<file path="src/rtl/core/rms_sound_level_meter_defines.svh">
// Assertion macros shared by the RMS level meter RTL
`ifndef RMS_SOUND_LEVEL_METER_DEFINES_SVH
`define RMS_SOUND_LEVEL_METER_DEFINES_SVH

// Same-cycle implication, checked outside reset
`define RMSLM_ASSERT_IMPL(label, clk, rstn, ante, cons, msg) \
  label: assert property (@(posedge clk) disable iff (!rstn) (ante) |-> (cons)) \
    else $error(msg);

// Next-cycle implication, checked outside reset
`define RMSLM_ASSERT_NEXT(label, clk, rstn, ante, cons, msg) \
  label: assert property (@(posedge clk) disable iff (!rstn) (ante) |=> (cons)) \
    else $error(msg);

`endif

</file>
<file path="src/rtl/core/rmslm_pkg.sv">
// Shared constants, register indexes and result type of the RMS level meter
`timescale 1ns / 1ps
package rmslm_pkg;

  localparam int unsigned SAMPLE_BITS   = 12;
  localparam int unsigned CENTER_BITS   = 12;
  localparam int unsigned STEP_BITS     = 13;
  localparam int unsigned MAG_BITS      = 13;
  localparam int unsigned LEVEL_BITS    = 3;
  localparam int unsigned WLOG_BITS     = 5;
  localparam int unsigned CFG_DATA_BITS = 13;
  localparam int unsigned CFG_IDX_BITS  = 2;

  // Configuration register indexes
  localparam logic [CFG_IDX_BITS-1:0] REG_WINDOW_LOG2 = 2'd0;
  localparam logic [CFG_IDX_BITS-1:0] REG_CENTER_CODE = 2'd1;
  localparam logic [CFG_IDX_BITS-1:0] REG_LEVEL_STEP  = 2'd2;

  // Register reset values
  localparam logic [WLOG_BITS-1:0]   WLOG_RESET   = 5'd10;
  localparam logic [CENTER_BITS-1:0] CENTER_RESET = 12'd2048;
  localparam logic [STEP_BITS-1:0]   STEP_RESET   = 13'd64;

  // Highest reported intensity; a raw count above it sets the clip flag
  localparam logic [LEVEL_BITS-1:0] LEVEL_MAX = 3'd4;

  typedef struct packed {
    logic [SAMPLE_BITS-1:0] rms_code;
    logic [MAG_BITS-1:0]    magnitude;
    logic [LEVEL_BITS-1:0]  intensity;
    logic                   level_clipped;
  } rmslm_result_t;

endpackage

</file>
<file path="src/rtl/core/rmslm_if.sv">
// Valid/ready channel interfaces for samples and level results
`timescale 1ns / 1ps
interface rmslm_sample_if;
  import rmslm_pkg::*;

  logic                   valid;
  logic                   ready;
  logic [SAMPLE_BITS-1:0] sample;

  modport source (output valid, output sample, input ready);
  modport sink (input valid, input sample, output ready);
endinterface

interface rmslm_result_if;
  import rmslm_pkg::*;

  logic                   valid;
  logic                   ready;
  logic [SAMPLE_BITS-1:0] rms_code;
  logic [MAG_BITS-1:0]    magnitude;
  logic [LEVEL_BITS-1:0]  intensity;
  logic                   level_clipped;

  modport source (output valid, output rms_code, output magnitude, output intensity,
                  output level_clipped, input ready);
  modport sink (input valid, input rms_code, input magnitude, input intensity,
                input level_clipped, output ready);
endinterface

</file>
<file path="src/rtl/core/rms_sound_level_meter.sv">
// RMS sound level meter: one sample per cycle in while idle, one level result per window.
// A window's last sample starts a run: a load, one root bit per cycle on the shared
// subtractor, the absolute difference (with a negate step when the root is below the
// center), one to five level steps and a done state, which also waits while the
// previous result is unread; input is not ready meanwhile.
// rst_ni clears the sum, the count, the sequencer and loads the register defaults.
`timescale 1ns / 1ps
module rms_sound_level_meter #(
  parameter int unsigned MAX_WINDOW_LOG2 = 16
) (
  input  logic                                clk_i,
  input  logic                                rst_ni,
  input  logic                                cfg_we_i,
  input  logic [rmslm_pkg::CFG_IDX_BITS-1:0]  cfg_idx_i,
  input  logic [rmslm_pkg::CFG_DATA_BITS-1:0] cfg_data_i,
  rmslm_sample_if.sink                        in_if,
  rmslm_result_if.source                      out_if
);
  import rmslm_pkg::*;

  localparam int unsigned SumBits = 2 * SAMPLE_BITS + MAX_WINDOW_LOG2;

  logic [WLOG_BITS-1:0]   wlog_q;
  logic [CENTER_BITS-1:0] center_q;
  logic [STEP_BITS-1:0]   step_q;
  logic [WLOG_BITS-1:0]   wlog_eff;
  logic [STEP_BITS-1:0]   step_eff;

  logic               in_transfer;
  logic               last;
  logic               clear;
  logic               ready;
  logic [SumBits-1:0] mean;
  rmslm_result_t      result;

  // Configuration registers
  always_ff @(posedge clk_i or negedge rst_ni) begin
    if (!rst_ni) begin
      wlog_q   <= WLOG_RESET;
      center_q <= CENTER_RESET;
      step_q   <= STEP_RESET;
    end else if (cfg_we_i) begin
      unique case (cfg_idx_i)
        REG_WINDOW_LOG2: wlog_q   <= cfg_data_i[WLOG_BITS-1:0];
        REG_CENTER_CODE: center_q <= cfg_data_i[CENTER_BITS-1:0];
        REG_LEVEL_STEP:  step_q   <= cfg_data_i[STEP_BITS-1:0];
        default: ;
      endcase
    end
  end

  // Clamp window size and step to usable values
  always_comb begin
    priority if (wlog_q == '0) begin
      wlog_eff = WLOG_BITS'(1);
    end else if (wlog_q > WLOG_BITS'(MAX_WINDOW_LOG2)) begin
      wlog_eff = WLOG_BITS'(MAX_WINDOW_LOG2);
    end else begin
      wlog_eff = wlog_q;
    end
  end

  assign step_eff = (step_q == '0) ? STEP_BITS'(1) : step_q;

  assign in_transfer = in_if.valid && ready;
  assign in_if.ready = ready;

  rmslm_accum #(
    .MAX_WINDOW_LOG2(MAX_WINDOW_LOG2),
    .SumBits        (SumBits)
  ) u_accum (
    .clk_i     (clk_i),
    .rst_ni    (rst_ni),
    .take_i    (in_transfer),
    .sample_i  (in_if.sample),
    .clear_i   (clear),
    .win_log2_i(wlog_eff),
    .last_o    (last),
    .mean_o    (mean)
  );

  rmslm_seq #(
    .SumBits(SumBits)
  ) u_seq (
    .clk_i      (clk_i),
    .rst_ni     (rst_ni),
    .start_i    (in_transfer && last),
    .mean_i     (mean),
    .center_i   (center_q),
    .step_i     (step_eff),
    .clear_o    (clear),
    .in_ready_o (ready),
    .out_valid_o(out_if.valid),
    .out_ready_i(out_if.ready),
    .result_o   (result)
  );

  assign out_if.rms_code      = result.rms_code;
  assign out_if.magnitude     = result.magnitude;
  assign out_if.intensity     = result.intensity;
  assign out_if.level_clipped = result.level_clipped;

endmodule

</file>
<file path="src/rtl/core/rmslm_alu.sv">
// Shared subtract/compare unit used by the root, absolute-difference and level steps of the sequencer
`timescale 1ns / 1ps
module rmslm_alu #(
  parameter int unsigned Width = 40
) (
  input  logic [Width-1:0] a_i,
  input  logic [Width-1:0] b_i,
  output logic [Width-1:0] diff_o,
  output logic             borrow_o
);

  // borrow set means a < b
  assign {borrow_o, diff_o} = {1'b0, a_i} - {1'b0, b_i};

endmodule

</file>
<file path="src/rtl/core/rmslm_accum.sv">
// Sum-of-squares accumulator with window counter and mean shifter
`timescale 1ns / 1ps
module rmslm_accum #(
  parameter int unsigned MAX_WINDOW_LOG2 = 16,
  parameter int unsigned SumBits         = 2 * rmslm_pkg::SAMPLE_BITS + MAX_WINDOW_LOG2
) (
  input  logic                               clk_i,
  input  logic                               rst_ni,
  input  logic                               take_i,
  input  logic [rmslm_pkg::SAMPLE_BITS-1:0]  sample_i,
  input  logic                               clear_i,
  input  logic [rmslm_pkg::WLOG_BITS-1:0]    win_log2_i,
  output logic                               last_o,
  output logic [SumBits-1:0]                 mean_o
);
  import rmslm_pkg::*;

  localparam int unsigned CntBits = MAX_WINDOW_LOG2 + 1;

  logic [SumBits-1:0]         sum_q;
  logic [MAX_WINDOW_LOG2-1:0] count_q;
  logic [2*SAMPLE_BITS-1:0]   square;
  logic [CntBits-1:0]         cnt_inc;
  logic [CntBits-1:0]         win_size;

  assign square = sample_i * sample_i;

  // Window ends once the count including this sample reaches 2^w
  assign cnt_inc  = {1'b0, count_q} + CntBits'(1);
  assign win_size = CntBits'(1) << win_log2_i;
  assign last_o   = (cnt_inc >= win_size);

  assign mean_o = sum_q >> win_log2_i;

  always_ff @(posedge clk_i or negedge rst_ni) begin
    if (!rst_ni) begin
      sum_q   <= '0;
      count_q <= '0;
    end else if (clear_i) begin
      sum_q <= '0;
    end else if (take_i) begin
      sum_q   <= sum_q + SumBits'(square);
      count_q <= last_o ? '0 : cnt_inc[MAX_WINDOW_LOG2-1:0];
    end
  end

endmodule

</file>
<file path="src/rtl/core/rmslm_seq.sv">
// Sequencer: bit-serial square root, magnitude and level count on one shared unit
`timescale 1ns / 1ps
`include "rms_sound_level_meter_defines.svh"
module rmslm_seq #(
  parameter int unsigned SumBits = 40
) (
  input  logic                              clk_i,
  input  logic                              rst_ni,
  input  logic                              start_i,
  input  logic [SumBits-1:0]                mean_i,
  input  logic [rmslm_pkg::CENTER_BITS-1:0] center_i,
  input  logic [rmslm_pkg::STEP_BITS-1:0]   step_i,
  output logic                              clear_o,
  output logic                              in_ready_o,
  output logic                              out_valid_o,
  input  logic                              out_ready_i,
  output rmslm_pkg::rmslm_result_t          result_o
);
  import rmslm_pkg::*;

  localparam int unsigned RootBits = (SumBits + 1) / 2;
  localparam int unsigned RemBits  = RootBits + 1;
  localparam logic [SumBits-1:0] BitInit = SumBits'(1) << (2 * (RootBits - 1));

  localparam logic [2:0] ST_IDLE  = 3'd0;
  localparam logic [2:0] ST_LOAD  = 3'd1;
  localparam logic [2:0] ST_SQRT  = 3'd2;
  localparam logic [2:0] ST_ABS   = 3'd3;
  localparam logic [2:0] ST_NEG   = 3'd4;
  localparam logic [2:0] ST_LEVEL = 3'd5;
  localparam logic [2:0] ST_DONE  = 3'd6;

  logic [2:0]            state_q, state_d;
  logic [SumBits-1:0]    v_q, v_d;
  logic [SumBits-1:0]    res_q, res_d;
  logic [SumBits-1:0]    bit_q, bit_d;
  logic [RemBits-1:0]    rem_q, rem_d;
  logic [RemBits-1:0]    mag_q, mag_d;
  logic [LEVEL_BITS-1:0] cnt_q, cnt_d;
  logic                  out_valid_q, out_valid_d;
  rmslm_result_t         out_q, out_d;

  logic [SumBits-1:0] alu_a, alu_b, alu_diff;
  logic               alu_borrow;
  logic               alu_gt;
  logic               out_free;

  // Operand select for the shared unit
  always_comb begin
    alu_a = '0;
    alu_b = '0;
    unique case (state_q)
      ST_SQRT: begin
        alu_a = v_q;
        alu_b = res_q | bit_q;
      end
      ST_ABS: begin
        alu_a = res_q;
        alu_b = SumBits'(center_i);
      end
      ST_NEG: begin
        alu_a = SumBits'(center_i);
        alu_b = res_q;
      end
      ST_LEVEL: begin
        alu_a = SumBits'(rem_q);
        alu_b = SumBits'(step_i);
      end
      default: begin
        alu_a = '0;
        alu_b = '0;
      end
    endcase
  end

  rmslm_alu #(
    .Width(SumBits)
  ) u_alu (
    .a_i     (alu_a),
    .b_i     (alu_b),
    .diff_o  (alu_diff),
    .borrow_o(alu_borrow)
  );

  assign alu_gt   = !alu_borrow && (alu_diff != '0);
  assign out_free = !out_valid_q || out_ready_i;

  // Step sequencing
  always_comb begin
    state_d     = state_q;
    v_d         = v_q;
    res_d       = res_q;
    bit_d       = bit_q;
    rem_d       = rem_q;
    mag_d       = mag_q;
    cnt_d       = cnt_q;
    out_d       = out_q;
    out_valid_d = out_valid_q && !out_ready_i;
    unique case (state_q)
      ST_IDLE: begin
        if (start_i) state_d = ST_LOAD;
      end
      ST_LOAD: begin
        v_d     = mean_i;
        res_d   = '0;
        bit_d   = BitInit;
        state_d = ST_SQRT;
      end
      ST_SQRT: begin
        // one root bit per cycle; res never overlaps bit, so OR acts as add
        if (!alu_borrow) begin
          v_d   = alu_diff;
          res_d = (res_q >> 1) | bit_q;
        end else begin
          res_d = res_q >> 1;
        end
        bit_d = bit_q >> 2;
        if (bit_q[1:0] != 2'b00) state_d = ST_ABS;
      end
      ST_ABS: begin
        if (alu_borrow) begin
          state_d = ST_NEG;
        end else begin
          mag_d   = {alu_diff[RootBits-1:0], 1'b0};
          rem_d   = {alu_diff[RootBits-1:0], 1'b0};
          cnt_d   = '0;
          state_d = ST_LEVEL;
        end
      end
      ST_NEG: begin
        mag_d   = {alu_diff[RootBits-1:0], 1'b0};
        rem_d   = {alu_diff[RootBits-1:0], 1'b0};
        cnt_d   = '0;
        state_d = ST_LEVEL;
      end
      ST_LEVEL: begin
        // count steps strictly below the magnitude, stop one past the top level
        if (alu_gt) begin
          rem_d = alu_diff[RemBits-1:0];
          cnt_d = cnt_q + LEVEL_BITS'(1);
          if (cnt_q == LEVEL_MAX) state_d = ST_DONE;
        end else begin
          state_d = ST_DONE;
        end
      end
      ST_DONE: begin
        if (out_free) begin
          out_d.rms_code      = res_q[SAMPLE_BITS-1:0];
          out_d.magnitude     = mag_q[MAG_BITS-1:0];
          out_d.intensity     = (cnt_q > LEVEL_MAX) ? LEVEL_MAX : cnt_q;
          out_d.level_clipped = (cnt_q > LEVEL_MAX);
          out_valid_d         = 1'b1;
          state_d             = ST_IDLE;
        end
      end
      default: begin
        state_d = ST_IDLE;
      end
    endcase
  end

  // Control state
  always_ff @(posedge clk_i or negedge rst_ni) begin
    if (!rst_ni) begin
      state_q     <= ST_IDLE;
      out_valid_q <= 1'b0;
      cnt_q       <= '0;
    end else begin
      state_q     <= state_d;
      out_valid_q <= out_valid_d;
      cnt_q       <= cnt_d;
    end
  end

  // Datapath and output payload
  always_ff @(posedge clk_i) begin
    v_q   <= v_d;
    res_q <= res_d;
    bit_q <= bit_d;
    rem_q <= rem_d;
    mag_q <= mag_d;
    out_q <= out_d;
  end

  assign clear_o     = (state_q == ST_LOAD);
  assign in_ready_o  = (state_q == ST_IDLE);
  assign out_valid_o = out_valid_q;
  assign result_o    = out_q;

  `RMSLM_ASSERT_NEXT(a_done_sets_valid, clk_i, rst_ni, (state_q == ST_DONE) && out_free, out_valid_q, "result not presented after done")
  `RMSLM_ASSERT_IMPL(a_clip_saturates, clk_i, rst_ni, out_valid_q && out_q.level_clipped, out_q.intensity == LEVEL_MAX, "clip without saturated intensity")
  `RMSLM_ASSERT_IMPL(a_sqrt_bit_onehot, clk_i, rst_ni, state_q == ST_SQRT, $onehot(bit_q), "square root bit lost")
  `RMSLM_ASSERT_IMPL(a_rem_bounded, clk_i, rst_ni, state_q == ST_LEVEL, rem_q <= mag_q, "level remainder above magnitude")

endmodule
</file>
<file path="src/flat_wrapper.sv">
// flat-port wrapper written by rule: the top's interface ports become plain ports
module rms_sound_level_meter_flat import rmslm_pkg::*;
#(
  parameter int unsigned MAX_WINDOW_LOG2 = 16
)
  (clk_i, rst_ni, cfg_we_i, cfg_idx_i, cfg_data_i, in_if_valid, in_if_sample, in_if_ready, out_if_valid, out_if_rms_code, out_if_magnitude, out_if_intensity, out_if_level_clipped, out_if_ready);
  rmslm_sample_if in_if_i ();
  rmslm_result_if out_if_i ();
  input  logic clk_i;
  input  logic rst_ni;
  input  logic cfg_we_i;
  input  logic [rmslm_pkg::CFG_IDX_BITS-1:0] cfg_idx_i;
  input  logic [rmslm_pkg::CFG_DATA_BITS-1:0] cfg_data_i;
  input wire logic [$bits(in_if_i.valid)-1:0] in_if_valid;
  input wire logic [$bits(in_if_i.sample)-1:0] in_if_sample;
  output wire logic [$bits(in_if_i.ready)-1:0] in_if_ready;
  output wire logic [$bits(out_if_i.valid)-1:0] out_if_valid;
  output wire logic [$bits(out_if_i.rms_code)-1:0] out_if_rms_code;
  output wire logic [$bits(out_if_i.magnitude)-1:0] out_if_magnitude;
  output wire logic [$bits(out_if_i.intensity)-1:0] out_if_intensity;
  output wire logic [$bits(out_if_i.level_clipped)-1:0] out_if_level_clipped;
  input wire logic [$bits(out_if_i.ready)-1:0] out_if_ready;
  assign in_if_i.valid = in_if_valid;
  assign in_if_i.sample = in_if_sample;
  assign in_if_ready = in_if_i.ready;
  assign out_if_valid = out_if_i.valid;
  assign out_if_rms_code = out_if_i.rms_code;
  assign out_if_magnitude = out_if_i.magnitude;
  assign out_if_intensity = out_if_i.intensity;
  assign out_if_level_clipped = out_if_i.level_clipped;
  assign out_if_i.ready = out_if_ready;
  rms_sound_level_meter #(.MAX_WINDOW_LOG2(MAX_WINDOW_LOG2)) u_core (.clk_i(clk_i), .rst_ni(rst_ni), .cfg_we_i(cfg_we_i), .cfg_idx_i(cfg_idx_i), .cfg_data_i(cfg_data_i), .in_if(in_if_i), .out_if(out_if_i));
endmodule
</file>
<file path="config.mk">
export PLATFORM = sky130hd
export DESIGN_NAME = rms_sound_level_meter_flat
export DESIGN_NICKNAME = d
export VERILOG_FILES = /design/src/rtl/core/rmslm_pkg.sv /design/src/rtl/core/rmslm_if.sv /design/src/rtl/core/rms_sound_level_meter.sv /design/src/rtl/core/rmslm_alu.sv /design/src/rtl/core/rmslm_accum.sv /design/src/rtl/core/rmslm_seq.sv /design/src/flat_wrapper.sv
export VERILOG_INCLUDE_DIRS = /design/src /design/src/rtl/core
export SDC_FILE = /design/constraint.sdc
export NUM_CORES = 1
export LEC_CHECK = 0
export BUFFER_PORTS_ARGS = -buffer_cell sky130_fd_sc_hd__buf_4
export CAP_MARGIN = 10
export CORE_AREA = 2 2 200 182
export CTS_CLUSTER_DIAMETER = 120
export CTS_CLUSTER_SIZE = 8
export DETAILED_ROUTE_END_ITERATION = 8
export DIE_AREA = 0 0 202 184
export PLACE_DENSITY = 0.76
export SKIP_CTS_REPAIR_TIMING = 1
export SYNTH_ARGS = -nofsm -noshare
export SYNTH_HDL_FRONTEND = slang
export SYNTH_SLANG_ARGS = --single-unit
</file>
<file path="constraint.sdc">
create_clock -name clk_i -period 8.8 [get_ports clk_i]
set_input_delay 1.32 -clock clk_i [delete_from_list [all_inputs] [get_ports clk_i]]
set_output_delay 1.32 -clock clk_i [all_outputs]
set_load 0.005 [all_outputs]
</file>
---- Word-level counts from Yosys, hierarchy flattened ----
Cells that the tools add are included.
word-level totals
  register bits after elaboration ......... 276
  latch bits .............................. 0
  memory bits (writable) .................. 0
  bits in read-only memories .............. 0
  input port bits ......................... 32
  output and inout port bits .............. 31
  memories ................................ 0
operators by class
  add/sub/neg operators ................... 4
  multiply operators ...................... 1
  divide/modulo/power cells ............... 0
  magnitude comparators ................... 3
  equality and inequality tests ........... 16
  shift operators ......................... 2
  multiplexer cells ....................... 29
  bitwise operators ....................... 3
  reductions and logical operators ........ 27
operator list
  cell                     number
  $pmux W40 S4             2
  $pmux W40 S2             3
  $mux W40                 4
  $pmux W21 S3             1
  $mux W21                 2
  $sub A40 B40 Y41         1
  $add A40 B24 Y40         1
  $or A39 B40 Y40          1
  $or A40 B40 Y40          1
  $reduce_bool A40 Y1      1
  $shr A40 B5 Y40          1
  $pmux W13 S2             1
  $mul A12 B12 Y24         1
  $mux W3                  7
  $pmux W3 S7              1
  $add A16 B1 Y17 const B  1
  $ge A17 B17 Y1           1
  $shl A1 B5 Y17 const A   1
  $mux W16                 1
  $reduce_and A2 Y1        7
  $logic_not A13 Y1        1
  $mux W13                 1
  $eq A3 B3 Y1 const B     4
  $ne A2 B2 Y1 const B     6
  22 further kinds         34

---- Depth between registers and ports, before layout ----
  word-level depth ........................ 8
  depth in mapped cells ................... 24
  mapped depth without buffers ............ 22

---- By module ----
Synthesis repeated with hierarchy kept, for this count alone.
second synthesis, totals
  cell total of the unflattened synthesis .. 2,411
  area total of the unflattened synthesis .. 22,417.8 sq um
by module, submodules not included
  module                 times used  cells each  area each (sq um)  sequential area each (sq um)
  rmslm_accum            1           1,239       10,649.0           1,401.3
  rmslm_seq              1           704         7,965.1            4,979.8
  rmslm_alu              1           378         2,506.2            0.0
  rms_sound_level_meter  1           90          1,297.5            755.7

---- Worst setup path after synthesis ----
No wires, ideal clock.
  kind .................................... flip-flop to flip-flop
  from .................................... reg u_core.u_seq.state_q[2]
  to ...................................... reg u_core.u_seq.v_q[0] (enable)
  library setup time ...................... 493 ps
  arrival time ............................ 6,679 ps
  data required time ...................... 8,307 ps
  setup slack ............................. 1,628 ps
  stages on the path, launching flop included .. 20
  path buffers ............................ 4
  cells stage by stage .................... dfrtp_1 clkbuf_1 clkinv_1 nor3_1 or2_2 nor2b_1 clkbuf_1 clkbuf_1 nand2_1 ha_1 clkbuf_1 nand4_1 o221ai_1 a31oi_1 o21ai_0 a21oi_1 o21ai_0 a21oi_1 and2_1 o21ai_0
between the ends
  cells in the longest elaborated chain, start to end .. 5
RTL lines
  what                                    RTL line          text
  start: declaration                      rmslm_seq.sv:33   logic [2:0] state_q, state_d;
  start signal: assignment                rmslm_seq.sv:169  state_q <= state_d;
  $eq A3 B3 Y1 (tied with other cells)    rmslm_seq.sv:52   unique case (state_q)
  $pmux W40 S4                            rmslm_seq.sv:52
  $sub A40 B40 Y41                        rmslm_alu.sv:13   assign {borrow_o, diff_o} = {1'b0, a_i} - {1'b0, b_i};
  $ne A2 B2 Y1 (no source line)           n/a
  $reduce_and A2 Y1 (no source line) (*)  n/a
  end signal: assignment                  rmslm_seq.sv:177  v_q <= v_d;
  end: declaration                        rmslm_seq.sv:34   logic [SumBits-1:0] v_q, v_d;
Mark *: on every way between the ends. The rest lies on a longest branch, timed or not.
A chain may end at the register's enable or synchronous reset.

---- Final worst setup path ----
  from .................................... in in_if_sample[3]
  to ...................................... reg u_core.u_accum.sum_q[34]
between the ends
  cells in the longest elaborated chain, start to end .. 4
RTL lines
  what                    RTL line            text
  start: declaration      flat_wrapper.sv:15  input wire logic [$bits(in_if_i.sample)-1:0] in_if_sample;
  $mul A12 B12 Y24        rmslm_accum.sv:26   assign square = sample_i * sample_i;
  $add A40 B24 Y40        rmslm_accum.sv:42   sum_q <= sum_q + SumBits'(square);
  $mux W40                rmslm_accum.sv:41   end else if (take_i) begin
  $mux W40                rmslm_accum.sv:39   end else if (clear_i) begin
  end signal: assignment  rmslm_accum.sv:42
  end: declaration        rmslm_accum.sv:20   logic [SumBits-1:0] sum_q;
No other way between the ends. The select of a mux whose other input is x is not followed.

==> Flow_metrics.wiki <==
{| class="wikitable"
! Metric !! Value
|-
| Overall die area || around 37,000 um^2
|-
| Post-route cell area || between 20,000 and 25,000 um^2
|-
| Root Buffer Master || sky130_fd_sc_hd__clkbuf_16
|-
| Via density || 6.217
|-
| Routability congestion estimate || 0.9968
|-
| Critical path class || in -> reg
|-
| CTS clk-pin slew, worst paths || ~0.05 ns
|-
| # setup viols final || 0
|-
| Post-layout net count || ~2,500
|-
| Outcome || finished clean
|-
| Average footprint of a synthesized cell || 9.376 um^2
|-
| Number of optimization iterations in the first detailed-route pass || 5
|-
| Critical path endpoint category || register
|-
| Cell count after synthesis || ~2,200
|-
| Clock Latency Late Sink || around 0.57 ns
|-
| Number of buffers inserted by port buffering || 61
|-
| Kind of start point of the critical path || input port
|-
| Post-DRT Antenna Nets || 0
|-
| Max-Cap Viols || 0
|-
| Number of failing hold endpoints at the final stage || 0
|-
| Die height || between 150 and 200 um
|-
| RSZ-0062 raised after global routing || no
|-
| Data required time of the critical path || just over 9 ns
|-
| Synth-to-layout area growth || 8.806%
|-
| Iter 0 DRT Violations || between 1,500 and 2,000
|-
| Transition time at the pin with the least slew margin || between 1 and 1.5 ns
|-
| Largest net degree at the start of global routing || between 100 and 150
|-
| Post-Synth Simple-Gate Area || 0.1549
|-
| Share of the cycle needed by the critical path after routing || 0.7970
|-
| Placeable Area || 34,890 um^2
|-
| Final TNS setup || 0 ns
|-
| Largest family of logic cells by synthesized area || adder cells
|-
| Clock buffers created by TritonCTS || 37
|-
| H-tree lvl count || 2
|-
| DP Area || approximately 22,000 um^2
|-
| Vias in the first global route || 16,480
|-
| HPWL reported at the end of detailed placement || a little over 40,000 um
|-
| Number of filler cells placed in the layout || ~2,800
|-
| CP Max Fanout || 12
|-
| Total number of vias || between 15,000 and 20,000
|-
| Post-Synth XOR/XNOR Area || 0.02869
|-
| Share of post-route cells with drive strength above 1 || 0.09295
|-
| Data arrival at the endpoint of the critical path || ~7.4 ns
|-
| Cell row count || between 60 and 70
|-
| Clock period minus worst slack || roughly 7 ns
|-
| Average detailed-routed wire length per instance || a little over 20 um
|-
| Number of primary I/O pins || 63
|-
| Syn Std Cell Area || between 20,000 and 25,000 um^2
|-
| Overall fraction of global-route tracks in use || 0.2986
|-
| Final wirelength || 54,300 um
|-
| Yosys Warn Count || 0
|-
| Compound-gate portion of the synthesized area || 0.1710
|-
| Antenna violations before repair || 0
|-
| DRC violation count after routing || 0
|-
| Most frequently used flop master after synthesis || sky130_fd_sc_hd__edfxtp_1
|-
| Startpoint of the tightest hold check path || u_core.u_seq.mag_q[8]$_DFFE_PP_
|-
| Global-route wire length before repair || 88,170 um
|-
| Post-synthesis adder-cell area fraction || 0.1759
|-
| Launching element of the worst setup path || in_if_sample[3]
|-
| Sequential-to-total area share from yosys stat || 0.3438
|-
| Gr ovfl total || 0
|-
| Max-slew violation total from the final report || 0
|-
| Async set-or-reset flop fraction in the synthesized netlist || 0.3676
|-
| Effective utilization at floorplan || 0.5949
|-
| Floorplan die width || 202 um
|-
| Worst hold path class || reg -> reg
|-
| Synth cell types || slightly above 80
|-
| Buffer depth of the longest clock path || 3
|-
| Portion of netlist area occupied by mux cells || 0.06950
|-
| Flip-flop and latch count after synthesis || approximately 250
|-
| Number of antenna diodes || 0
|-
| Count of flip-flops with a built-in enable after synthesis || between 150 and 200
|-
| Maximum achievable frequency || around 0.14 GHz
|-
| Relative slew slack || 0.2143
|-
| CTS tree || built
|-
| Startpoint of the most critical register-to-register path || u_core.u_seq.state_q[2]$_DFFE_PN0P_
|-
| Clock Skew || ~0.035 ns
|-
| TritonCTS Sinks || ~250
|}
state kept, by name (all words and copies together) (netlist names):
register	count
u_core.u_seq.result_o	28
u_core.u_seq.v_q	40
u_core.u_seq.bit_q	20
u_core.step_q	13
u_core.u_seq.cnt_q	3
u_core.u_seq.out_valid_o	1
u_core.u_accum.count_q	16
u_core.u_accum.sum_q	40
u_core.center_q	12
u_core.u_seq.res_q	39
u_core.u_seq.mag_q	12
u_core.u_seq.state_q	3
u_core.wlog_q	5
u_core.u_seq.rem_q	21
cell families after synthesis:
logic type,Yosys count
fa+ha+maj,230
simple gates,660
other cells,1
mux,139
xor+xnor,68
flops,253
buf+inv,306
compound gates,557
synth_stat cells (all sizes together), types with 31 or more instances:
cell    instances  share of area
fa            103          0.099
a22oi          60          0.022
nand2         194          0.035
nor2          136          0.025
o21ai         137          0.033
nand3          70          0.017
mux2i          98          0.047
a21oi         166          0.040
ha            127          0.077
edfxtp        160           0.23
and2           87          0.026
dfrtp          89           0.11
a21o           31          0.011
nor3           32         0.0077
xnor2          46          0.019
clkbuf        108          0.020
mux2           41          0.022
a211oi         38          0.014
nor2b          31         0.0093
inv           174          0.031
routing by layer:
metal	share of wire	global-route usage	routed length (um)
met5	0	0	0
met4	0.025	0.09000	1341
met3	0.071	0.04803	3855
met2	0.46	0.4854	25050
met1	0.44	0.4138	24060
cell type report:
| type | count | area [um^2] | share of cell area |
|---|---|---|---|
| Sequential cell | 253 | 7137 | 0.3160 |
| Clock inverter | 4 | 71.32 | 0.003158 |
| Timing Repair Buffer | 82 | 628.1 | 0.02781 |
| Multi-Input combinational cell | 1656 | 12500 | 0.5537 |
| Clock buffer | 55 | 993.5 | 0.04399 |
| Tap cell | 469 | 586.8 | 0.02598 |
| Inverter | 177 | 664.4 | 0.02942 |
per-stage QoR:
stage,setup slack (ns),instances,hold WS (ns),util
finish,1.786,2696,0.3997,0.6473
global route,1.260,2696,0.4228,0.6473
CTS,1.814,2696,0.3961,0.6473
detailed placement,1.259,2637,0.4072,0.6168
global placement,1.476,2637,0.4041,0.6168
floorplan,1.628,2215,0.4003,-
path summary, 6_finish.rpt:
path	endpoint	slack, ns	depth (start not counted)
worst max-delay path	u_core.u_accum.sum_q[34]$_DFFE_PN0P_	1.79	21
worst min-delay path	u_core.u_seq.result_o[12]$_DFFE_PP_	0.40	0
worst max register to register	u_core.u_seq.rem_q[10]$_DFFE_PP_	1.82	20
worst min register to register	u_core.u_seq.result_o[12]$_DFFE_PP_	0.40	0
max in group asynchronous	u_core.u_accum.sum_q[24]$_DFFE_PN0P_	6.96	2
min in group asynchronous	u_core.u_accum.count_q[7]$_DFFE_PN0P_	0.78	1
critical path, stage by stage:
cell	delay, ns
sky130_fd_sc_hd__buf_4	0.16
sky130_fd_sc_hd__and2_1	0.17
sky130_fd_sc_hd__inv_1	0.07
sky130_fd_sc_hd__fa_1	0.50
sky130_fd_sc_hd__fa_1	0.52
sky130_fd_sc_hd__fa_1	0.55
sky130_fd_sc_hd__inv_1	0.05
sky130_fd_sc_hd__fa_1	0.53
sky130_fd_sc_hd__inv_1	0.05
sky130_fd_sc_hd__fa_1	0.53
sky130_fd_sc_hd__inv_1	0.04
sky130_fd_sc_hd__ha_1	0.33
sky130_fd_sc_hd__a21o_1	0.20
sky130_fd_sc_hd__a21o_1	0.17
sky130_fd_sc_hd__a21oi_1	0.21
sky130_fd_sc_hd__nand2b_1	0.19
sky130_fd_sc_hd__nand4_1	0.13
sky130_fd_sc_hd__a41o_1	0.30
sky130_fd_sc_hd__a211oi_1	0.90
sky130_fd_sc_hd__o311ai_0	0.36
sky130_fd_sc_hd__o41ai_1	0.15
cells in the final DEF (no fill, tap or decap), types with 9 or more instances in the layout:
master | synthesis | final
sky130_fd_sc_hd__a211oi_1 | 38 | 38
sky130_fd_sc_hd__a31oi_1 | 13 | 13
sky130_fd_sc_hd__nand4_1 | 20 | 20
sky130_fd_sc_hd__edfxtp_1 | 160 | 160
sky130_fd_sc_hd__o31ai_1 | 9 | 9
sky130_fd_sc_hd__or3_1 | 11 | 11
sky130_fd_sc_hd__a21o_1 | 31 | 31
sky130_fd_sc_hd__nor2b_1 | 31 | 31
sky130_fd_sc_hd__clkbuf_1 | 108 | 18
sky130_fd_sc_hd__mux2_2 | 41 | 41
sky130_fd_sc_hd__dfrtp_1 | 89 | 89
sky130_fd_sc_hd__xor2_1 | 22 | 22
sky130_fd_sc_hd__xnor2_1 | 46 | 46
sky130_fd_sc_hd__a22o_1 | 11 | 11
sky130_fd_sc_hd__fa_1 | 103 | 103
sky130_fd_sc_hd__ha_1 | 127 | 127
sky130_fd_sc_hd__buf_4 | 2 | 81
sky130_fd_sc_hd__nor2_1 | 136 | 135
sky130_fd_sc_hd__and3_1 | 27 | 27
sky130_fd_sc_hd__mux2i_1 | 98 | 98
sky130_fd_sc_hd__a22oi_1 | 60 | 60
sky130_fd_sc_hd__nor3_1 | 32 | 30
sky130_fd_sc_hd__nand2_1 | 193 | 190
sky130_fd_sc_hd__or2_2 | 10 | 10
sky130_fd_sc_hd__clkbuf_16 | 0 | 37
sky130_fd_sc_hd__o211ai_1 | 14 | 14
sky130_fd_sc_hd__and2_1 | 87 | 87
sky130_fd_sc_hd__a21oi_1 | 164 | 164
sky130_fd_sc_hd__nand2b_1 | 21 | 21
sky130_fd_sc_hd__inv_1 | 173 | 173
sky130_fd_sc_hd__o21ai_0 | 134 | 133
sky130_fd_sc_hd__nand3_1 | 70 | 70
Power is left out: the tool's default activity adds up to more than one toggle a clock period on the data nets, which glitch-free logic cannot reach.
